File: src/design/pwad_pkg.sv
// Package for the pulse width autobaud detector: codes, register defaults,
// microcode control word and the microcode program table.
// No dependencies.
`timescale 1ns / 1ps

package pwad_pkg;

    localparam int OPCODE_W  = 2;
    localparam int PULSE_W   = 16;
    localparam int OUTCOME_W = 4;
    localparam int BIN_W     = 5;
    localparam int DIV_W     = 16;
    localparam int CFG_IDX_W = 3;
    localparam int CFG_DAT_W = 16;
    localparam int CNT_W     = 16;
    localparam int ITER_W    = 8;
    localparam int PC_W      = 5;

    localparam logic [CNT_W-1:0] CNT_MAX = 16'hFFFF;

    localparam logic [OPCODE_W-1:0] OP_PULSE = 2'd0;
    localparam logic [OPCODE_W-1:0] OP_START = 2'd1;
    localparam logic [OPCODE_W-1:0] OP_ABORT = 2'd2;

    localparam logic [OUTCOME_W-1:0] OC_IGNORED   = 4'd0;
    localparam logic [OUTCOME_W-1:0] OC_REJECTED  = 4'd1;
    localparam logic [OUTCOME_W-1:0] OC_SHORTEST  = 4'd2;
    localparam logic [OUTCOME_W-1:0] OC_MATCHED   = 4'd3;
    localparam logic [OUTCOME_W-1:0] OC_UNMATCHED = 4'd4;
    localparam logic [OUTCOME_W-1:0] OC_STARTED   = 4'd5;
    localparam logic [OUTCOME_W-1:0] OC_ABORTED   = 4'd6;
    localparam logic [OUTCOME_W-1:0] OC_SUCCESS   = 4'd7;
    localparam logic [OUTCOME_W-1:0] OC_FAIL      = 4'd8;

    localparam logic [CFG_IDX_W-1:0] CFG_MIN_WIDTH  = 3'd0;
    localparam logic [CFG_IDX_W-1:0] CFG_MAX_WIDTH  = 3'd1;
    localparam logic [CFG_IDX_W-1:0] CFG_COUNT_LIM  = 3'd2;
    localparam logic [CFG_IDX_W-1:0] CFG_UNMATCH_LIM = 3'd3;
    localparam logic [CFG_IDX_W-1:0] CFG_ITER_LIM   = 3'd4;

    localparam logic [PULSE_W-1:0] RST_MIN_WIDTH   = 16'd53;
    localparam logic [PULSE_W-1:0] RST_MAX_WIDTH   = 16'd40000;
    localparam logic [CNT_W-1:0]   RST_COUNT_LIM   = 16'd512;
    localparam logic [CNT_W-1:0]   RST_UNMATCH_LIM = 16'd112;
    localparam logic [ITER_W-1:0]  RST_ITER_LIM    = 8'd16;

    // micro-ops
    localparam logic [3:0] UOP_NOP            = 4'd0;
    localparam logic [3:0] UOP_FETCH          = 4'd1;
    localparam logic [3:0] UOP_RETRY          = 4'd2;
    localparam logic [3:0] UOP_INC_TOTAL      = 4'd3;
    localparam logic [3:0] UOP_LOAD_ACC       = 4'd4;
    localparam logic [3:0] UOP_STEP_ACC       = 4'd5;
    localparam logic [3:0] UOP_EMIT           = 4'd6;
    localparam logic [3:0] UOP_EMIT_START     = 4'd7;
    localparam logic [3:0] UOP_EMIT_ABORT     = 4'd8;
    localparam logic [3:0] UOP_EMIT_SUCCESS   = 4'd9;
    localparam logic [3:0] UOP_EMIT_FAIL      = 4'd10;
    localparam logic [3:0] UOP_EMIT_SHORT     = 4'd11;
    localparam logic [3:0] UOP_EMIT_UNMATCHED = 4'd12;

    // jump conditions
    localparam logic [3:0] CND_NEVER     = 4'd0;
    localparam logic [3:0] CND_ALWAYS    = 4'd1;
    localparam logic [3:0] CND_NO_INPUT  = 4'd2;
    localparam logic [3:0] CND_OP_START  = 4'd3;
    localparam logic [3:0] CND_OP_ABORT  = 4'd4;
    localparam logic [3:0] CND_NOT_RUN   = 4'd5;
    localparam logic [3:0] CND_NO_DECIDE = 4'd6;
    localparam logic [3:0] CND_UNM_OK    = 4'd7;
    localparam logic [3:0] CND_ATT_LE1   = 4'd8;
    localparam logic [3:0] CND_OUT_RANGE = 4'd9;
    localparam logic [3:0] CND_BELOW_LOW = 4'd10;
    localparam logic [3:0] CND_IN_WIN    = 4'd11;
    localparam logic [3:0] CND_MORE_BINS = 4'd12;

    // program addresses
    localparam logic [PC_W-1:0] A_FETCH    = 5'd0;
    localparam logic [PC_W-1:0] A_VALID    = 5'd8;
    localparam logic [PC_W-1:0] A_LOOP     = 5'd11;
    localparam logic [PC_W-1:0] A_START    = 5'd14;
    localparam logic [PC_W-1:0] A_ABORT    = 5'd15;
    localparam logic [PC_W-1:0] A_IGNORE   = 5'd16;
    localparam logic [PC_W-1:0] A_SUCCESS  = 5'd17;
    localparam logic [PC_W-1:0] A_FAIL     = 5'd18;
    localparam logic [PC_W-1:0] A_REJECT   = 5'd19;
    localparam logic [PC_W-1:0] A_SHORT    = 5'd20;
    localparam logic [PC_W-1:0] A_MATCH    = 5'd21;

    typedef struct packed {
        logic [3:0]           uop;
        logic [3:0]           cond;
        logic [PC_W-1:0]      target;
        logic [OUTCOME_W-1:0] outcome;
    } ctrl_word_t;

    typedef struct packed {
        logic [3:0]           uop;
        logic [OUTCOME_W-1:0] outcome;
        logic                 accept;
        logic                 fire;
    } dp_ctrl_t;

    typedef struct packed {
        logic op_start;
        logic op_abort;
        logic not_run;
        logic decide;
        logic unm_ok;
        logic att_le1;
        logic out_range;
        logic below_low;
        logic in_win;
        logic more_bins;
    } dp_flags_t;

    typedef struct packed {
        logic [OUTCOME_W-1:0] outcome;
        logic [BIN_W-1:0]     bin_index;
        logic [DIV_W-1:0]     divisor;
        logic                 engaged;
    } result_t;

    function automatic ctrl_word_t ucode_rom(input logic [PC_W-1:0] addr);
        ctrl_word_t w;
        w = '{uop: UOP_NOP, cond: CND_NEVER, target: A_FETCH, outcome: OC_IGNORED};
        case (addr)
            5'd0:  w = '{UOP_FETCH,          CND_NO_INPUT,  A_FETCH,   OC_IGNORED};
            5'd1:  w = '{UOP_NOP,            CND_OP_START,  A_START,   OC_IGNORED};
            5'd2:  w = '{UOP_NOP,            CND_OP_ABORT,  A_ABORT,   OC_IGNORED};
            5'd3:  w = '{UOP_NOP,            CND_NOT_RUN,   A_IGNORE,  OC_IGNORED};
            5'd4:  w = '{UOP_NOP,            CND_NO_DECIDE, A_VALID,   OC_IGNORED};
            5'd5:  w = '{UOP_NOP,            CND_UNM_OK,    A_SUCCESS, OC_IGNORED};
            5'd6:  w = '{UOP_NOP,            CND_ATT_LE1,   A_FAIL,    OC_IGNORED};
            5'd7:  w = '{UOP_RETRY,          CND_NEVER,     A_FETCH,   OC_IGNORED};
            5'd8:  w = '{UOP_NOP,            CND_OUT_RANGE, A_REJECT,  OC_IGNORED};
            5'd9:  w = '{UOP_INC_TOTAL,      CND_BELOW_LOW, A_SHORT,   OC_IGNORED};
            5'd10: w = '{UOP_LOAD_ACC,       CND_NEVER,     A_FETCH,   OC_IGNORED};
            5'd11: w = '{UOP_NOP,            CND_IN_WIN,    A_MATCH,   OC_IGNORED};
            5'd12: w = '{UOP_STEP_ACC,       CND_MORE_BINS, A_LOOP,    OC_IGNORED};
            5'd13: w = '{UOP_EMIT_UNMATCHED, CND_ALWAYS,    A_FETCH,   OC_UNMATCHED};
            5'd14: w = '{UOP_EMIT_START,     CND_ALWAYS,    A_FETCH,   OC_STARTED};
            5'd15: w = '{UOP_EMIT_ABORT,     CND_ALWAYS,    A_FETCH,   OC_ABORTED};
            5'd16: w = '{UOP_EMIT,           CND_ALWAYS,    A_FETCH,   OC_IGNORED};
            5'd17: w = '{UOP_EMIT_SUCCESS,   CND_ALWAYS,    A_FETCH,   OC_SUCCESS};
            5'd18: w = '{UOP_EMIT_FAIL,      CND_ALWAYS,    A_FETCH,   OC_FAIL};
            5'd19: w = '{UOP_EMIT,           CND_ALWAYS,    A_FETCH,   OC_REJECTED};
            5'd20: w = '{UOP_EMIT_SHORT,     CND_ALWAYS,    A_FETCH,   OC_SHORTEST};
            5'd21: w = '{UOP_EMIT,           CND_ALWAYS,    A_FETCH,   OC_MATCHED};
            default: w = '{UOP_NOP, CND_ALWAYS, A_FETCH, OC_IGNORED};
        endcase
        return w;
    endfunction

endpackage

File: src/design/pwad_in_if.sv
// Input channel interface: opcode and pulse width with valid/ready.
// Depends on pwad_pkg.
`timescale 1ns / 1ps

interface pwad_in_if import pwad_pkg::*; ();
    logic                valid;
    logic                ready;
    logic [OPCODE_W-1:0] opcode;
    logic [PULSE_W-1:0]  pulse_width;

    modport source (output valid, output opcode, output pulse_width, input ready);
    modport sink   (input valid, input opcode, input pulse_width, output ready);
endinterface

File: src/design/pwad_out_if.sv
// Result channel interface: outcome, bin index, divisor, engaged with valid/ready.
// Depends on pwad_pkg.
`timescale 1ns / 1ps

interface pwad_out_if import pwad_pkg::*; ();
    logic                 valid;
    logic                 ready;
    logic [OUTCOME_W-1:0] outcome;
    logic [BIN_W-1:0]     bin_index;
    logic [DIV_W-1:0]     divisor;
    logic                 engaged;

    modport source (output valid, output outcome, output bin_index, output divisor,
                    output engaged, input ready);
    modport sink   (input valid, input outcome, input bin_index, input divisor,
                    input engaged, output ready);
endinterface

File: src/design/pwad_datapath.sv
// Datapath of the autobaud detector: config registers, detection state,
// window accumulators and bin counter, driven by micro-ops.
// Depends on pwad_pkg.
`timescale 1ns / 1ps

module pwad_datapath
    import pwad_pkg::*;
#(
    parameter int NUM_BINS   = 20,
    parameter int WIDTH_BITS = 16
)
(
    input  logic                 clk,
    input  logic                 rst_n,
    input  logic                 cfg_we,
    input  logic [CFG_IDX_W-1:0] cfg_index,
    input  logic [CFG_DAT_W-1:0] cfg_data,
    input  logic [OPCODE_W-1:0]  opcode,
    input  logic [PULSE_W-1:0]   pulse_width,
    input  dp_ctrl_t             ctrl,
    output dp_flags_t            flags,
    output result_t              result
);

    localparam int W      = WIDTH_BITS;
    localparam int KW     = (NUM_BINS > 1) ? $clog2(NUM_BINS) : 1;
    localparam int BW     = $clog2(NUM_BINS + 1);
    localparam int ACC_W  = W + 1 + BW;
    localparam int CW     = (ACC_W > PULSE_W) ? ACC_W : PULSE_W;
    localparam logic [W-1:0]  WMASK  = {W{1'b1}};
    localparam logic [KW-1:0] K_LAST = KW'(NUM_BINS - 1);

    logic [PULSE_W-1:0]  min_reg, max_reg;
    logic [CNT_W-1:0]    count_lim_reg, unmatch_lim_reg;
    logic [ITER_W-1:0]   iter_lim_reg;

    logic [OPCODE_W-1:0] op_reg;
    logic [PULSE_W-1:0]  pw_reg;

    logic                active_reg, active_next;
    logic [W-1:0]        short_reg;
    logic [W-1:0]        swl_reg;
    logic [W:0]          swh_reg;
    logic [CNT_W-1:0]    total_reg, unm_reg;
    logic [ITER_W-1:0]   att_reg;
    logic [ACC_W-1:0]    lo_reg, hi_reg;
    logic [KW-1:0]       k_reg;

    logic [CW-1:0]       p_ext;
    logic [W-1:0]        w_src;
    logic [W+4:0]        w14, w17;
    logic [W-1:0]        swl_new;
    logic [W:0]          swh_new;
    logic                set_short, clear_cnt, emit_fire;
    logic [KW+BIN_W-1:0] k_ext;
    logic [CW-1:0]       short_ext;

    always_ff @(posedge clk or negedge rst_n)
    begin
        if (!rst_n)
        begin
            min_reg         <= RST_MIN_WIDTH;
            max_reg         <= RST_MAX_WIDTH;
            count_lim_reg   <= RST_COUNT_LIM;
            unmatch_lim_reg <= RST_UNMATCH_LIM;
            iter_lim_reg    <= RST_ITER_LIM;
        end
        else if (cfg_we)
        begin
            case (cfg_index)
                CFG_MIN_WIDTH:   min_reg         <= cfg_data;
                CFG_MAX_WIDTH:   max_reg         <= cfg_data;
                CFG_COUNT_LIM:   count_lim_reg   <= cfg_data;
                CFG_UNMATCH_LIM: unmatch_lim_reg <= cfg_data;
                CFG_ITER_LIM:    iter_lim_reg    <= cfg_data[ITER_W-1:0];
                default: ;
            endcase
        end
    end

    always_ff @(posedge clk)
    begin
        if (ctrl.accept)
        begin
            op_reg <= opcode;
            pw_reg <= pulse_width;
        end
    end

    assign p_ext     = CW'(pw_reg);
    assign emit_fire = ctrl.fire;

    // shortest-width windows: ~14/16 and ~17/16
    assign w_src   = (ctrl.uop == UOP_EMIT_SHORT) ? p_ext[W-1:0] : WMASK;
    assign w14     = ({5'b0, w_src} << 4) - ({5'b0, w_src} << 1);
    assign w17     = ({5'b0, w_src} << 4) + {5'b0, w_src};
    assign swl_new = (w_src == WMASK) ? WMASK : w14[W+3:4];
    assign swh_new = (w_src == WMASK) ? {1'b0, WMASK} : w17[W+4:4];

    always_comb
    begin
        set_short   = 1'b0;
        clear_cnt   = 1'b0;
        active_next = active_reg;
        unique case (ctrl.uop) inside
            UOP_RETRY:
            begin
                set_short = 1'b1;
                clear_cnt = 1'b1;
            end
            UOP_EMIT_START:
            begin
                set_short   = emit_fire;
                clear_cnt   = emit_fire;
                active_next = 1'b1;
            end
            UOP_EMIT_SHORT:
            begin
                set_short = emit_fire;
                clear_cnt = emit_fire;
            end
            UOP_EMIT_ABORT, UOP_EMIT_SUCCESS, UOP_EMIT_FAIL:
                active_next = 1'b0;
            default: ;
        endcase
    end

    always_ff @(posedge clk or negedge rst_n)
    begin
        if (!rst_n)
        begin
            active_reg <= 1'b0;
            short_reg  <= WMASK;
            swl_reg    <= WMASK;
            swh_reg    <= {1'b0, WMASK};
            total_reg  <= '0;
            unm_reg    <= '0;
            att_reg    <= '0;
            lo_reg     <= '0;
            hi_reg     <= '0;
            k_reg      <= '0;
        end
        else
        begin
            if (set_short)
            begin
                short_reg <= w_src;
                swl_reg   <= swl_new;
                swh_reg   <= swh_new;
            end
            if (clear_cnt)
            begin
                total_reg <= '0;
                unm_reg   <= '0;
            end
            if (emit_fire)
                active_reg <= active_next;
            case (ctrl.uop)
                UOP_RETRY:
                    att_reg <= att_reg - 1'b1;
                UOP_INC_TOTAL:
                    if (total_reg != CNT_MAX)
                        total_reg <= total_reg + 1'b1;
                UOP_LOAD_ACC:
                begin
                    lo_reg <= ACC_W'(swl_reg);
                    hi_reg <= ACC_W'(swh_reg);
                    k_reg  <= '0;
                end
                UOP_STEP_ACC:
                begin
                    lo_reg <= lo_reg + ACC_W'(swl_reg);
                    hi_reg <= hi_reg + ACC_W'(swh_reg);
                    k_reg  <= k_reg + 1'b1;
                end
                UOP_EMIT_START:
                    if (emit_fire)
                        att_reg <= iter_lim_reg;
                UOP_EMIT_FAIL:
                    if (emit_fire)
                        att_reg <= '0;
                UOP_EMIT_UNMATCHED:
                    if (emit_fire && unm_reg != CNT_MAX)
                        unm_reg <= unm_reg + 1'b1;
                default: ;
            endcase
        end
    end

    assign flags.op_start  = (op_reg == OP_START);
    assign flags.op_abort  = (op_reg == OP_ABORT);
    assign flags.not_run   = (op_reg != OP_PULSE) || !active_reg;
    assign flags.decide    = (total_reg > count_lim_reg);
    assign flags.unm_ok    = (unm_reg <= unmatch_lim_reg);
    assign flags.att_le1   = (att_reg <= ITER_W'(1));
    assign flags.out_range = (pw_reg < min_reg) || (pw_reg > max_reg);
    assign flags.below_low = (p_ext < CW'(swl_reg));
    assign flags.in_win    = (p_ext >= CW'(lo_reg)) && (p_ext <= CW'(hi_reg));
    assign flags.more_bins = (k_reg != K_LAST);

    assign k_ext     = {{BIN_W{1'b0}}, k_reg};
    assign short_ext = CW'(short_reg);

    assign result.outcome   = ctrl.outcome;
    assign result.bin_index = (ctrl.outcome == OC_MATCHED) ? k_ext[BIN_W-1:0] : '0;
    assign result.divisor   = (ctrl.uop == UOP_EMIT_SUCCESS) ? short_ext[DIV_W-1:0] : '0;
    assign result.engaged   = active_next;

endmodule

File: src/design/pulse_width_autobaud_detector.sv
// Pulse width autobaud detector: microcoded sequencer over pwad_datapath.
// One transaction at a time. Start, abort and ignored items emit at once. A pulse past
// the count limit ends in success or fail, or retries; a pulse is range checked, tested
// for a new shortest, then searched bin by bin (bin search loop): matched in bin k or
// unmatched. A held result stalls the emit step; fetch resumes once the result is loaded.
// Asynchronous active-low reset restores register defaults and idle state.
`timescale 1ns / 1ps

module pulse_width_autobaud_detector
    import pwad_pkg::*;
#(
    parameter int NUM_BINS   = 20,
    parameter int WIDTH_BITS = 16
)
(
    input  logic                 clk,
    input  logic                 rst_n,
    pwad_in_if.sink              pulse,
    pwad_out_if.source           result,
    input  logic                 cfg_we,
    input  logic [CFG_IDX_W-1:0] cfg_index,
    input  logic [CFG_DAT_W-1:0] cfg_data
);

    logic [PC_W-1:0] pc_reg, pc_next;
    ctrl_word_t      cw;
    dp_ctrl_t        dctl;
    dp_flags_t       flags;
    result_t         res;
    result_t         out_reg;
    logic            out_valid_reg;
    logic            is_emit, fire, jump;

    assign cw = ucode_rom(pc_reg);

    always_comb
    begin
        unique case (cw.uop) inside
            UOP_EMIT, UOP_EMIT_START, UOP_EMIT_ABORT, UOP_EMIT_SUCCESS,
            UOP_EMIT_FAIL, UOP_EMIT_SHORT, UOP_EMIT_UNMATCHED: is_emit = 1'b1;
            default: is_emit = 1'b0;
        endcase
    end

    assign fire        = is_emit && (!out_valid_reg || result.ready);
    assign pulse.ready = (cw.uop == UOP_FETCH);

    always_comb
    begin
        unique case (cw.cond)
            CND_NEVER:     jump = 1'b0;
            CND_ALWAYS:    jump = 1'b1;
            CND_NO_INPUT:  jump = !pulse.valid;
            CND_OP_START:  jump = flags.op_start;
            CND_OP_ABORT:  jump = flags.op_abort;
            CND_NOT_RUN:   jump = flags.not_run;
            CND_NO_DECIDE: jump = !flags.decide;
            CND_UNM_OK:    jump = flags.unm_ok;
            CND_ATT_LE1:   jump = flags.att_le1;
            CND_OUT_RANGE: jump = flags.out_range;
            CND_BELOW_LOW: jump = flags.below_low;
            CND_IN_WIN:    jump = flags.in_win;
            CND_MORE_BINS: jump = flags.more_bins;
            default:       jump = 1'b0;
        endcase
    end

    always_comb
    begin
        if (is_emit && !fire)
            pc_next = pc_reg;
        else if (jump)
            pc_next = cw.target;
        else
            pc_next = pc_reg + 1'b1;
    end

    always_ff @(posedge clk or negedge rst_n)
    begin
        if (!rst_n)
            pc_reg <= A_FETCH;
        else
            pc_reg <= pc_next;
    end

    assign dctl.uop     = cw.uop;
    assign dctl.outcome = cw.outcome;
    assign dctl.accept  = pulse.valid && pulse.ready;
    assign dctl.fire    = fire;

    pwad_datapath #(
        .NUM_BINS   (NUM_BINS),
        .WIDTH_BITS (WIDTH_BITS)
    ) u_datapath (
        .clk         (clk),
        .rst_n       (rst_n),
        .cfg_we      (cfg_we),
        .cfg_index   (cfg_index),
        .cfg_data    (cfg_data),
        .opcode      (pulse.opcode),
        .pulse_width (pulse.pulse_width),
        .ctrl        (dctl),
        .flags       (flags),
        .result      (res)
    );

    always_ff @(posedge clk or negedge rst_n)
    begin
        if (!rst_n)
            out_valid_reg <= 1'b0;
        else if (fire)
            out_valid_reg <= 1'b1;
        else if (result.ready)
            out_valid_reg <= 1'b0;
    end

    always_ff @(posedge clk)
    begin
        if (fire)
            out_reg <= res;
    end

    assign result.valid     = out_valid_reg;
    assign result.outcome   = out_reg.outcome;
    assign result.bin_index = out_reg.bin_index;
    assign result.divisor   = out_reg.divisor;
    assign result.engaged   = out_reg.engaged;

endmodule

File: src/flat_wrapper.sv
// flat-port wrapper written by rule: the top's interface ports become plain ports
module pulse_width_autobaud_detector_flat import pwad_pkg::*;
#(
    parameter int NUM_BINS   = 20,
    parameter int WIDTH_BITS = 16
)
  (clk, rst_n, cfg_we, cfg_index, cfg_data, pulse_valid, pulse_opcode, pulse_pulse_width, pulse_ready, result_valid, result_outcome, result_bin_index, result_divisor, result_engaged, result_ready);
  pwad_in_if pulse_i ();
  pwad_out_if result_i ();
  input  logic clk;
  input  logic rst_n;
  input  logic cfg_we;
  input  logic [CFG_IDX_W-1:0] cfg_index;
  input  logic [CFG_DAT_W-1:0] cfg_data;
  input wire logic [$bits(pulse_i.valid)-1:0] pulse_valid;
  input wire logic [$bits(pulse_i.opcode)-1:0] pulse_opcode;
  input wire logic [$bits(pulse_i.pulse_width)-1:0] pulse_pulse_width;
  output wire logic [$bits(pulse_i.ready)-1:0] pulse_ready;
  output wire logic [$bits(result_i.valid)-1:0] result_valid;
  output wire logic [$bits(result_i.outcome)-1:0] result_outcome;
  output wire logic [$bits(result_i.bin_index)-1:0] result_bin_index;
  output wire logic [$bits(result_i.divisor)-1:0] result_divisor;
  output wire logic [$bits(result_i.engaged)-1:0] result_engaged;
  input wire logic [$bits(result_i.ready)-1:0] result_ready;
  assign pulse_i.valid = pulse_valid;
  assign pulse_i.opcode = pulse_opcode;
  assign pulse_i.pulse_width = pulse_pulse_width;
  assign pulse_ready = pulse_i.ready;
  assign result_valid = result_i.valid;
  assign result_outcome = result_i.outcome;
  assign result_bin_index = result_i.bin_index;
  assign result_divisor = result_i.divisor;
  assign result_engaged = result_i.engaged;
  assign result_i.ready = result_ready;
  pulse_width_autobaud_detector #(.NUM_BINS(NUM_BINS), .WIDTH_BITS(WIDTH_BITS)) u_core (.clk(clk), .rst_n(rst_n), .pulse(pulse_i), .result(result_i), .cfg_we(cfg_we), .cfg_index(cfg_index), .cfg_data(cfg_data));
endmodule
File: config.mk
export PLATFORM = sky130hd
export DESIGN_NAME = pulse_width_autobaud_detector_flat
export DESIGN_NICKNAME = d
export VERILOG_FILES = /design/src/design/pwad_pkg.sv /design/src/design/pwad_in_if.sv /design/src/design/pwad_out_if.sv /design/src/design/pwad_datapath.sv /design/src/design/pulse_width_autobaud_detector.sv /design/src/flat_wrapper.sv
export SDC_FILE = /design/constraint.sdc
export NUM_CORES = 1
export LEC_CHECK = 0
export BUFFER_PORTS_ARGS = -buffer_cell sky130_fd_sc_hd__buf_2
export CAP_MARGIN = 20
export CORE_ASPECT_RATIO = 1.5
export CORE_MARGIN = 2
export CORE_UTILIZATION = 34
export CTS_CLUSTER_SIZE = 30
export DETAILED_ROUTE_END_ITERATION = 8
export GPL_TIMING_DRIVEN = 0
export PLACE_DENSITY = 0.57
export SETUP_SLACK_MARGIN = 0.2
export SYNTH_ARGS = -nofsm -noshare
export SYNTH_HDL_FRONTEND = slang
export SYNTH_SLANG_ARGS = --single-unit
File: constraint.sdc
create_clock -name clk -period 5.9 [get_ports clk]
set_clock_uncertainty 0.2 [all_clocks]
set_input_delay 1.18 -clock clk [delete_from_list [all_inputs] [get_ports clk]]
set_output_delay 1.18 -clock clk [all_outputs]
set_load 0.05 [all_outputs]
Word level (Yosys, flattened, before mapping)
Memory sizes are Yosys's and may differ from the RTL's.
Index checks and enable logic that the tools add are counted.
{ "classes": {"n_eq_ne": 37, "mux": 22, "n_reduce_logical": 27, "addsub": 9, "n_lt_le_gt_ge": 8} }
{ "op_table": {"columns": ["op", "count"], "rows": [
  ["two-way mux 16 bit", 8],
  ["case mux 22 bit (2 select lines)", 2],
  ["== test 4 bit (second input constant)", 10],
  ["adder 16 x 1 -> 16 bit (second input constant)", 2],
  ["== test 4 x 3 -> 1 bit (second input constant)", 8],
  ["> comparator 16 bit", 2],
  ["< comparator 16 bit", 2],
  ["inequality test 16 bit (second input constant)", 2],
  ["case mux 8 bit (3 select lines)", 1],
  ["adder 22 x 16 -> 22 bit", 1],
  ["adder 22 x 17 -> 22 bit", 1],
  [">= comparator 16 x 22 -> 1 bit", 1],
  ["<= comparator 16 x 22 -> 1 bit", 1],
  ["adder 20 x 16 -> 21 bit", 1],
  ["== test 4 x 2 -> 1 bit (second input constant)", 5],
  ["subtractor 20 x 17 -> 20 bit", 1],
  ["two-way mux 17 bit", 1],
  ["== test 16 bit (second input constant)", 1],
  ["<= comparator 16 bit", 1],
  ["two-way mux 8 bit", 2],
  ["case mux 1 bit (12 select lines)", 1],
  ["adder 5 x 1 -> 5 bit (second input constant)", 2],
  ["case mux 5 bit (2 select lines)", 1],
  ["AND reduction 2 bit", 5],
  ["23 further kinds", 41]
]} }
{ "word_totals": {"in_bits": 42, "elab_cells": 127, "mem_bits_ro": 544, "register_bits": 261, "mem_count": 1} }
{ "mem_list": {"columns": ["name", "depth", "width", "read_ports", "rd_clocked_by_memory_dff", "wr", "line_no", "text"], "rows": [
  ["(no name shown)", 32, 17, 1, 0, 0, "pwad_pkg.sv:127", "case (addr)"]
]} }

Longest topological paths before layout
Gate-level depths: netlist (run 1).
An unclocked memory read counts as a cell.
{ "depth": {"ltp_word": 9, "mapped_depth": 24, "depth_no_buf": 20} }

By module
Synthesis (run 1) repeated with hierarchy kept, for this count alone.
{ "hier_totals": {"hier_cells": 1891, "area_unflattened_um2": 17392.9} }
{ "by_module_without_submodules": {"columns": ["mod", "cells_each", "area_each_um2", "instances", "seq_area_each_um2"], "rows": [
  ["pwad_datapath", 1735, 15541.2, 1, 5898.2],
  ["pulse_width_autobaud_detector", 156, 1851.8, 1, 930.9]
]} }

Least setup slack after synthesis (run 1)
OpenSTA, ideal clock, no wires.
{ "synth_path": {"path_type": "register to register", "start": "reg u_core.pc_reg[0]", "end": "reg u_core.u_datapath.swl_reg[14]", "path_buffers": 5, "setup_slack_ns": 0.592, "path_stages_with_launch": 25, "period_less_slack_ns": 5.308, "required_time_ns": 5.619, "arrival_ns": 5.027, "path_cell_list": "dfrtp_1 clkbuf_1 inv_1 ha_1 nor2b_1 nor3_2 nor3_4 nand2_1 clkbuf_1 clkbuf_1 clkbuf_1 nor2_1 ha_1 clkbuf_1 inv_1 a211o_1 o21ai_0 a311o_1 a21oi_1 a21oi_1 a31oi_2 a21oi_4 maj3_1 mux2i_1 a211oi_2"} }
{ "synth_between": {"elab_chain_cells": 6} }
{ "synth_lines": {"columns": ["item", "line_no", "text"], "rows": [
  ["start: declaration", "pulse_width_autobaud_detector.sv:25", "logic [PC_W-1:0] pc_reg, pc_next;"],
  ["start signal: assignment", "pulse_width_autobaud_detector.sv:83", "pc_reg <= pc_next;"],
  ["memory (32 x 17 bit) *", null, null],
  ["branches (longest 5 deep; another with subtractor 20 x 17 -> 20 bit)", null, null],
  ["end signal: assignment", "pwad_datapath.sv:148", "swl_reg <= swl_new;"],
  ["end: declaration", "pwad_datapath.sv:42", "logic [W-1:0] swl_reg;"]
]} }
Mark *: on every way between the ends.
A chain may end at the register's enable or synchronous reset.

Worst setup path after layout (run 1)
Same ends and word-level chain as after synthesis.

==> impl_metrics.ini, run 1 <==
[finish]
syn_to_final_growth_pct = 13.90
instances_no_fill = 2713
layout.nets = 2235
layout-drive-gt1-share_pct = 13.99
antennaDiodeCount = 0
layout_commonest_cell = o21ai_0
final_cell_mix = 182 x o21ai_0, 170 x nand2_1, 167 x ha_1, 153 x dfrtp_1, 148 x inv_1
fillers = 5027

[timing]
period_share_pct = 94.00
tns_ns = 0
hold_viol = 0
min_period_ns = 5.546
setup_viol = 0
rsz0062_at_grt = false
max_freq_mhz = 180.3
worst_slew_pin_slew_ns = 1.176
holdWs_ns = 0.2610
setup_ws_ns = 0.3539
max_slew_margin_pct = 20.75
drv_slew = 0

[global_route]
antenna_found_initial = 0
met1_usage_pct = 22.46
use_met2_pct = 39.64
grt_pass1_vias = 15373
use_met3_pct = 1.892
overflow = 0
grt_pass1_wl_mm = 85.44
grt_max_degree = 112
grt_most_used_layer = met2
gr-usage-all-layers_pct = 20.68

[power]
p_total_w = 0.008836
leakage_nw = 8.620
p_per_area_nw_per_um2 = 449.7
vdd_drop_max_uv = 209.0

[logic_synthesis]
yosysTopAreaCell = dfrtp_1
synth_warnings = 0
syn-instance-count = 1904
synth-main-ff-cell = dfrtp_1
synth_top_area_share_pct = 22.48
synthTopCellsByArea = dfrtp_1 22%, ha_1 12%, dfstp_2 9.4%
synth_seq_cells = 261
synth_nets = 2118
seq_area_frac_synth_pct = 39.59
ys_types = 94
synthesis.area_sq_um = 17250
async_flop_share_pct = 83.14
syn_avg_cell_area_sq_um = 9.061
synth_edf_count = 44

[setup_path]
cpPeakStageDelay_ns = 0.51
crit_family = simple AND/OR/NAND/NOR gates
worstPathArrival_ns = 5.82
startpoint_type = flip-flop
cp.required_ns = 6.17
slowest_stage = or4b_4
path_cells = buf_6, clkinvlp_4, ha_4, nor2b_2, or3_4, nand3_4, nor2_2, buf_4, nand2_2, inv_1, ha_1, or4b_4, nor2b_4, nor4_4, a2111oi_0, a311o_1, a211oi_4, buf_4, a31oi_2, a21oi_4, maj3_1, mux2i_1, a211oi_2
path_class = reg2reg
crit_path_frequent_cell = buf_4
worst-path-buf-inv = 5
cp_max_fo = 10
worst_setup_path_end_kind = flip-flop

[routing]
wl_per_cell_um = 20.19
drc = 0
finalWirelength_mm = 54.76
viasPerCell = 5.526
firstDrtPassIters = 6
vias = 14992
detail-route-antenna-nets = 0
drt_iter0_drc = 932

[cts]
clk_pin_slew_ns = 0.06
cts_made_buffers = 29
cts_tree = yes
ctsLongestPathBuffers = 3
insertion_delay_ns = 0.57
root_buffer = clkbuf_16
htree_levels = 1
clock_sinks = 261

[place]
gp_congestion = 0.9354
io_buffers = 69
dp_slack_ns = -0.8799
dp.cells = 2646
hpwl_mm = 41.63

[floorplanning]
row_count = 101
num_io_pins = 70
die_y_um = 279.9
die_x_um = 187.9
coreArea_sq_um = 50420
initial_utilization_pct = 34.21
die_area_sq_um = 52600

[min_path]
hold_class = reg2reg

[run]
cap_violations = 0

[run_status]
status = complete, no violations
[stage by stage]
stage | util (%) | cell area [sq um]
after floorplan | - | 17250
after global placement | 36.56 | 18430
after detailed placement | 36.73 | 18520
after CTS | 38.64 | 19480
after global routing | 38.97 | 19650
final | 38.97 | 19650
[metal layers]
metal,routed length [um],vias to the layer above
met5,0,-
met4,2937,0
met3,1878,158
met2,28750,400
met1,21190,7359
li1,-,7075
[final timing paths]
kind	from	endpoint	slack, ns	depth (start not counted)
setup reg to reg	u_core.pc_reg[0]	u_core.u_datapath.swl_reg[14]	0.35	23
max in group asynchronous	rst_n	u_core.u_datapath.hi_reg[2]	3.95	2
min in group asynchronous	rst_n	u_core.u_datapath.max_reg[9]	0.44	1
setup / recovery	u_core.pc_reg[0]	u_core.u_datapath.swl_reg[14]	0.35	23
hold reg to reg	u_core.u_datapath.short_reg[1]	u_core.u_datapath.short_reg[1]	0.26	2
hold / removal	u_core.u_datapath.short_reg[1]	u_core.u_datapath.short_reg[1]	0.26	2
[cell type report]
cell class / instances / area [sq um] / share of cell area [%]
Inverter: 151 / 570.5 / 2.904
Buffer: 78 / 334.1 / 1.700
Multi-Input combinational cell: 1414 / 9654 / 49.13
Sequential cell: 261 / 6832 / 34.77
Clock buffer: 43 / 798.3 / 4.062
Clock inverter: 11 / 81.33 / 0.4139
Timing Repair Buffer: 86 / 543.0 / 2.763
Tap cell: 669 / 837.1 / 4.260
[cells in the mapped netlist, drive strengths merged, types with 4 or more instances]
cell type and number:
dfstp 62, nand2b 32, a211oi 29, nor4 11, o21a 12, xor2 24
a31oi 30, nor3b 7, o221ai 4, inv 151, or2 7, or3 12
o21bai 5, nor4b 4, o311ai 4, o21ai 183, dfrtp 155, o22ai 5
nor2b 31, nor2 136, a21boi 8, maj3 5, and2 28, ha 170
a22oi 14, edfxtp 44, mux2 31, a21oi 133, o211ai 13, nand4 24
nand2 172, a221oi 5, a32oi 4, or4 4, a311oi 4, a21o 44
nand3 55, and3 21, buf 19, o31ai 19, clkbuf 59, nor3 32
xnor2 39, nand3b 4
[tightest hold or removal path, stage by stage (launching register included)]
cell,delay (ns)
dfstp_2,0.37
nand2_1,0.05
nand2_1,0.05
[report_power, final]
part | total [W] | switching, W | leakage [nW] | internal (W)
Sequential | 0.00264 | 0.000335 | 2.96 | 0.00231
Clock | 0.00173 | 0.000782 | 0.419 | 0.000944
Combinational | 0.00447 | 0.00296 | 5.24 | 0.00151
Total | 0.00884 | 0.00408 | 8.62 | 0.00476
[repair_timing]
action                                  in CTS  in global routing
pin swaps                                    5                  3
hold buffers                                 0                  0
resized for setup                           20                 18
endpoints found under the setup margin      20                 12
setup buffers                                3                  9
[cells by family (layout without fill, tap and decap cells)]
family	after synthesis	count (layout)	synth area share, %
AO/OA/AOI/OAI	551	551	20.07
buffers and inverters	229	369	5.113
adder cells (fa/ha/maj)	177	177	12.85
XOR/XNOR	63	63	3.198
flip-flops	261	261	39.59
multiplexers	34	34	2.198
AND/OR/NAND/NOR	589	589	16.99
Note: power is estimated with default switching activity, not from simulation.
==> inputs of run 2 (changes only) <==
--- a/config.mk
+++ b/config.mk
@@ -9,11 +9,11 @@
 export CAP_MARGIN = 20
 export CORE_ASPECT_RATIO = 1.5
 export CORE_MARGIN = 2
-export CORE_UTILIZATION = 34
+export CORE_UTILIZATION = 25
 export CTS_CLUSTER_SIZE = 30
 export DETAILED_ROUTE_END_ITERATION = 8
 export GPL_TIMING_DRIVEN = 0
-export PLACE_DENSITY = 0.57
+export PLACE_DENSITY = 0.47
 export SETUP_SLACK_MARGIN = 0.2
 export SYNTH_ARGS = -nofsm -noshare
 export SYNTH_HDL_FRONTEND = slang
==> run 2 against run 1 <==
  * Non-clock buffer count up 2
  * Maximum frequency down 0.58%
  * Cell area up 2.2%
  * Sequential share of layout area down 0.76 points
  * Global-route usage down 4.2 points
  * Worst setup slack worse by 0.033 ns
  * Critical path depth down 13
  * Combinational power up 1%
  * Routed wire length up 7.6%
  * Count of clock-buffer cells in the layout down 2
  * Largest cell class unchanged
  * Total power up 2.9%
  * Core utilization down 9.7 points
  * Critical endpoint is now pulse_ready
==> impl_metrics.ini, run 2 (synthesized netlist as in run 1, its figures left out) <==
[power]
power.switching_w = 0.004165
vdd_drop_max_uv = 230.7
leakage_nw = 8.703
combPwrFrac_pct = 49.9
pwr-share-seq_pct = 29.0
intPower_w = 0.004929
clock_power_share_pct = 21.2
p_per_area_nw_per_um2 = 452.8
switching_share_pct = 45.80
p_total_w = 0.009094

[finish]
final_cell_mix = 182 x o21ai_0, 170 x nand2_1, 167 x ha_1, 154 x dfrtp_1, 147 x inv_1
layout-drive-gt1-share_pct = 14.22
layout_commonest_cell = o21ai_0
layout.nets = 2237
syn_to_final_growth_pct = 16.41
antennaDiodeCount = 0
final_design_area_no_fill_sq_um = 20080

[setup_path]
regToRegSetupSlack_ns = 0.40
r2r-end = u_core.u_datapath.swl_reg[8]
endpoint = pulse_ready
slowest_stage = nor4_1
path_class = reg2out
worst-r2r-cell-count = 22
regToRegStartpoint = u_core.pc_reg[0]
worst_setup_path_end_kind = output port
worstPathArrival_ns = 4.20
cpPeakStageDelay_ns = 0.79
crit_path_start = u_core.pc_reg[0]
cp_max_fo = 10
startpoint_type = flip-flop
path_cells = clkbuf_8, clkinvlp_4, ha_4, or3b_1, a21oi_4, nor2_1, clkbuf_1, buf_1, nor4_1, buf_2
cp.required_ns = 4.52

[place]
hpwl_mm = 45.20
gp_congestion = 0.8795
io_buffers = 69
placedInstanceArea_sq_um = 18850

[timing]
min_period_ns = 5.579
tns_ns = 0
rsz0062_at_grt = true
worst_slew_pin_slew_ns = 0.9848
max_slew_margin_pct = 33.65
setup_viol = 0
hold_viol = 0
drv_slew = 0
max_freq_mhz = 179.3
period_share_pct = 94.55

[floorplanning]
die_y_um = 325.7
num_io_pins = 70
die_x_um = 218.5
die_area_sq_um = 71170
row_count = 118
coreArea_sq_um = 68650
initial_utilization_pct = 25.13

[cts]
cts_tree = yes
insertion_delay_ns = 0.60
clock_sinks = 261
clk_pin_slew_ns = 0.06
cts_made_buffers = 29
htree_levels = 1
ctsLongestPathBuffers = 3
cts_hold_buf = 0
root_buffer = clkbuf_16

[global_route]
antenna_found_initial = 0
grt_max_degree = 84
overflow = 0
grt_pass1_vias = 15287
grt_pass1_wl_mm = 90.56
gr-usage-all-layers_pct = 16.48

[run]
cap_violations = 0

[routing]
wl_per_cell_um = 20.00
finalWirelength_mm = 58.92
drc = 0
vias = 14693
firstDrtPassIters = 6
viasPerCell = 4.987
drt_iter0_drc = 779
detail-route-antenna-nets = 0

[min_path]
hold_class = reg2reg

[run_status]
status = complete, no violations
## run 2: cell types whose count changed in the layout (fill, tap and decap cells not counted), moves of 3 or more
cell and change:
bufinv_16 +3, clkbuf_1 -6, clkinv_2 +4, inv_6 -4
clkbuf_8 +5
## run 2: per-stage QoR
stage,setup slack (ns),utilization [%],hold slack [ns],cells
2_1_floorplan,0.5920,-,0.2360,1904
6_report,0.3214,29.25,0.2649,2946
3_5_place_dp,-0.8918,27.45,0.2617,2880
5_1_grt,0.1460,29.25,0.2727,2946
4_1_cts,0.2448,29.07,0.2708,2943
3_3_place_gp,-0.8908,27.27,0.2490,2873
## run 2: routing by layer
layer / part of all wire [%] / up-vias / global-route usage (%)
met5: 0 / - / 0
met4: 4.7 / 0 / 7.527
met3: 2.9 / 119 / 1.531
met2: 55 / 321 / 31.93
met1: 38 / 7207 / 17.66
li1: - / 7046 / -
## run 2: layout make-up
class,instances,area [sq um]
clock inverter,13,162.7
timing repair buffer,88,575.6
sequential,261,6830
multi-input combinational,1414,9644
inverter,151,574.3
fill,7214,48570
tap,900,1126
clock buffer,41,830.8
buffer,78,339.1
## run 2: power groups by stage
stage | Sequential (W) | Combinational [W] | Clock, W
CTS | 0.00264 | 0.00447 | 0.00198
finish | 0.00263 | 0.00453 | 0.00193
global route | 0.00268 | 0.00498 | 0.00205
detailed placement | 0.00268 | 0.00438 | 0
floorplan | 0.00276 | 0.00272 | 0
global placement | 0.00267 | 0.00426 | 0
## run 2: worst min path at each step
stage / cells after the start / start / slack, ns / endpoint
final: 2 / u_core.u_datapath.short_reg[1] / 0.26 / u_core.u_datapath.short_reg[1]
after global routing: 2 / u_core.u_datapath.short_reg[1] / 0.27 / u_core.u_datapath.short_reg[1]
after CTS: 2 / u_core.u_datapath.short_reg[1] / 0.27 / u_core.u_datapath.short_reg[1]
after detailed placement: 2 / u_core.u_datapath.short_reg[1] / 0.26 / u_core.u_datapath.short_reg[1]
after global placement: 2 / u_core.u_datapath.short_reg[1] / 0.25 / u_core.u_datapath.short_reg[1]
after floorplan: 2 / u_core.u_datapath.short_reg[1] / 0.24 / u_core.u_datapath.short_reg[1]
## run 2: critical path, delay by kind of cell (launching register included)
family	cells	cell delay, ns
flip-flops	1	0.39
adder cells (fa/ha/maj)	1	0.17
buffers and inverters	5	1.50
AO/OA/AOI/OAI	1	0.23
AND/OR/NAND/NOR	3	1.34
## run 2: timing repair
action	CTS	global route
pin swaps	6	3
gates resized for setup	17	20
endpoints found under the setup margin	20	13
buffers inserted	9	2
==> inputs of run 3 (changes only) <==
--- a/config.mk
+++ b/config.mk
@@ -13,7 +13,6 @@
 export CTS_CLUSTER_SIZE = 30
 export DETAILED_ROUTE_END_ITERATION = 8
 export GPL_TIMING_DRIVEN = 0
-export PLACE_DENSITY = 0.47
 export SETUP_SLACK_MARGIN = 0.2
 export SYNTH_ARGS = -nofsm -noshare
 export SYNTH_HDL_FRONTEND = slang
==> run 3 against run 2 <==
  * First-iteration DRC count is 9.9% higher
  * Critical path depth grew 13
  * Cell area up 0.12%
  * Total power down 0.80%
  * Count of clock-buffer cells in the layout rose by 1
  * Non-clock buffer count stayed put
  * Cell count about the same
  * Core utilization about the same
  * Sequential share of layout area is essentially flat
  * Worst hold slack improved by 0.0051 ns
  * Critical endpoint is now u_core.u_datapath.swl_reg[8]
==> impl_metrics.ini, run 3 (synthesized netlist as in run 1, its figures left out) <==
[setup_path]
startpoint_type = flip-flop
path_class = reg2reg
worstPathArrival_ns = 5.90
worst-r2r-cell-count = 23
cp.required_ns = 6.21
cp_max_fo = 10
worst_setup_path_end_kind = flip-flop

[place]
placedInstanceArea_sq_um = 18840
hpwl_mm = 41.87
io_buffers = 69
gp_congestion = 0.9316

[floorplanning]
row_count = 118
coreArea_sq_um = 68650
initial_utilization_pct = 25.13
die_x_um = 218.5
num_io_pins = 70
die_area_sq_um = 71170
die_y_um = 325.7

[timing]
drv_slew = 0
rsz0062_at_grt = false
max_freq_mhz = 178.9
period_share_pct = 94.73
max_slew_margin_pct = 21.67
setup_viol = 0
min_period_ns = 5.589
hold_viol = 0
tns_ns = 0
worst_slew_pin_slew_ns = 1.163

[cts]
cts_tree = yes
insertion_delay_ns = 0.58
cts_made_buffers = 30
clk_pin_slew_ns = 0.07
ctsLongestPathBuffers = 3
htree_levels = 1
root_buffer = clkbuf_16
clock_sinks = 261

[routing]
drc = 0
top_layer = met4
drt_iter0_drc = 856
detail-route-antenna-nets = 0
wl_per_cell_um = 18.67
wl_met2_mm = 28.33
finalWirelength_mm = 55.05
firstDrtPassIters = 6
met3_length_mm = 2.300
viasPerCell = 4.992
wl_met1_mm = 21.13
vias = 14715

[min_path]
hold_class = reg2reg
worstHoldPathCells = 2

[finish]
layout.nets = 2238
layout-drive-gt1-share_pct = 14.31
antennaDiodeCount = 0
fillers = 7227
final_cell_mix = 182 x o21ai_0, 170 x nand2_1, 167 x ha_1, 154 x dfrtp_1, 148 x inv_1
layout_commonest_cell = o21ai_0
syn_to_final_growth_pct = 16.56
postLayoutCoreUtil_pct = 29.29
final_design_area_no_fill_sq_um = 20110

[power]
leakage_nw = 8.727
pwr-share-seq_pct = 29.2
power.switching_w = 0.004099
intPower_w = 0.004922
clock_power_share_pct = 21.5
combPwrFrac_pct = 49.3
switching_share_pct = 45.44
vdd_drop_max_uv = 296.7
p_per_area_nw_per_um2 = 448.6

[run]
cap_violations = 0

[global_route]
grt_max_degree = 83
antenna_found_initial = 0
gr-usage-all-layers_pct = 15.31
overflow = 0
grt_pass1_vias = 14830
grt_pass1_wl_mm = 85.23

[run_status]
status = complete, no violations
==> run 3: area by class of cell <==
type	instances	area, sq um	area share [%]
Buffer	78	332.8	1.655
Clock buffer	42	910.9	4.530
Clock inverter	14	107.6	0.5351
Inverter	151	570.5	2.837
Multi-Input combinational cell	1414	9648	47.98
Sequential cell	261	6830	33.97
Tap cell	900	1126	5.600
Timing Repair Buffer	88	581.8	2.893
==> run 3: worst max-delay path, stage by stage (launching register included) <==
cell and delay, ns:
dfrtp_1 0.39, buf_6 0.17, clkinvlp_4 0.15, ha_4 0.29, nor2b_2 0.19, or3_4 0.42
nand3_4 0.15, nor2_1 0.08, buf_4 0.20, nand2_2 0.12, inv_1 0.10, ha_1 0.32
or4b_4 0.51, nor2b_4 0.17, nor4_4 0.25, a21oi_1 0.09, or3_1 0.36, a211oi_4 0.27
buf_6 0.16, nand2_2 0.07, a311oi_2 0.30, nand2_1 0.11, and3_1 0.19, o32a_1 0.28
==> run 3: power by group through the flow <==
| stage | sequential (W) | clock [W] | combinational, W |
|---|---|---|---|
| after floorplan | 0.00276 | 0 | 0.00272 |
| after global routing | 0.00267 | 0.00205 | 0.00489 |
| after CTS | 0.00263 | 0.00198 | 0.00436 |
| final | 0.00263 | 0.00194 | 0.00445 |
| after detailed placement | 0.00266 | 0 | 0.00430 |
| after global placement | 0.00266 | 0 | 0.00419 |
==> run 3: worst paths after layout <==
check	from	endpoint	slack [ns]
worst max register to register	u_core.pc_reg[0]	u_core.u_datapath.swl_reg[8]	0.31
min in group asynchronous	rst_n	u_core.pc_reg[2]	0.34
worst min-delay path	u_core.u_datapath.short_reg[1]	u_core.u_datapath.short_reg[1]	0.27
max in group asynchronous	rst_n	u_core.u_datapath.swl_reg[10]	4.30
worst max-delay path	u_core.pc_reg[0]	u_core.u_datapath.swl_reg[8]	0.31
worst min register to register	u_core.u_datapath.short_reg[1]	u_core.u_datapath.short_reg[1]	0.27
==> run 3: timing repair <==
item	4_1_cts	5_1_grt
endpoints found under the setup margin	19	11
resized for setup	15	24
pin swaps	4	6
buffers inserted	5	8
hold buffers	0	0
==> run 3: per-layer routing <==
| layer | global-route usage [%] | vias up |
|---|---|---|
| met5 | 0 | - |
| met4 | 8.089 | 0 |
| met3 | 1.671 | 154 |
| met2 | 27.93 | 392 |
| met1 | 17.29 | 7117 |
| li1 | - | 7052 |
==> run 3: stage by stage <==
step | hold WS, ns | power [W] | worst slack [ns] | cells
after floorplan | 0.2360 | 0.005483 | 0.5920 | 1904
final | 0.2700 | 0.009021 | 0.3111 | 2948
after global placement | 0.2467 | 0.006850 | -0.8362 | 2873
after detailed placement | 0.2471 | 0.006956 | -0.8041 | 2878
after global routing | 0.2968 | 0.009615 | 0.1494 | 2948
after CTS | 0.2572 | 0.008967 | 0.1920 | 2939
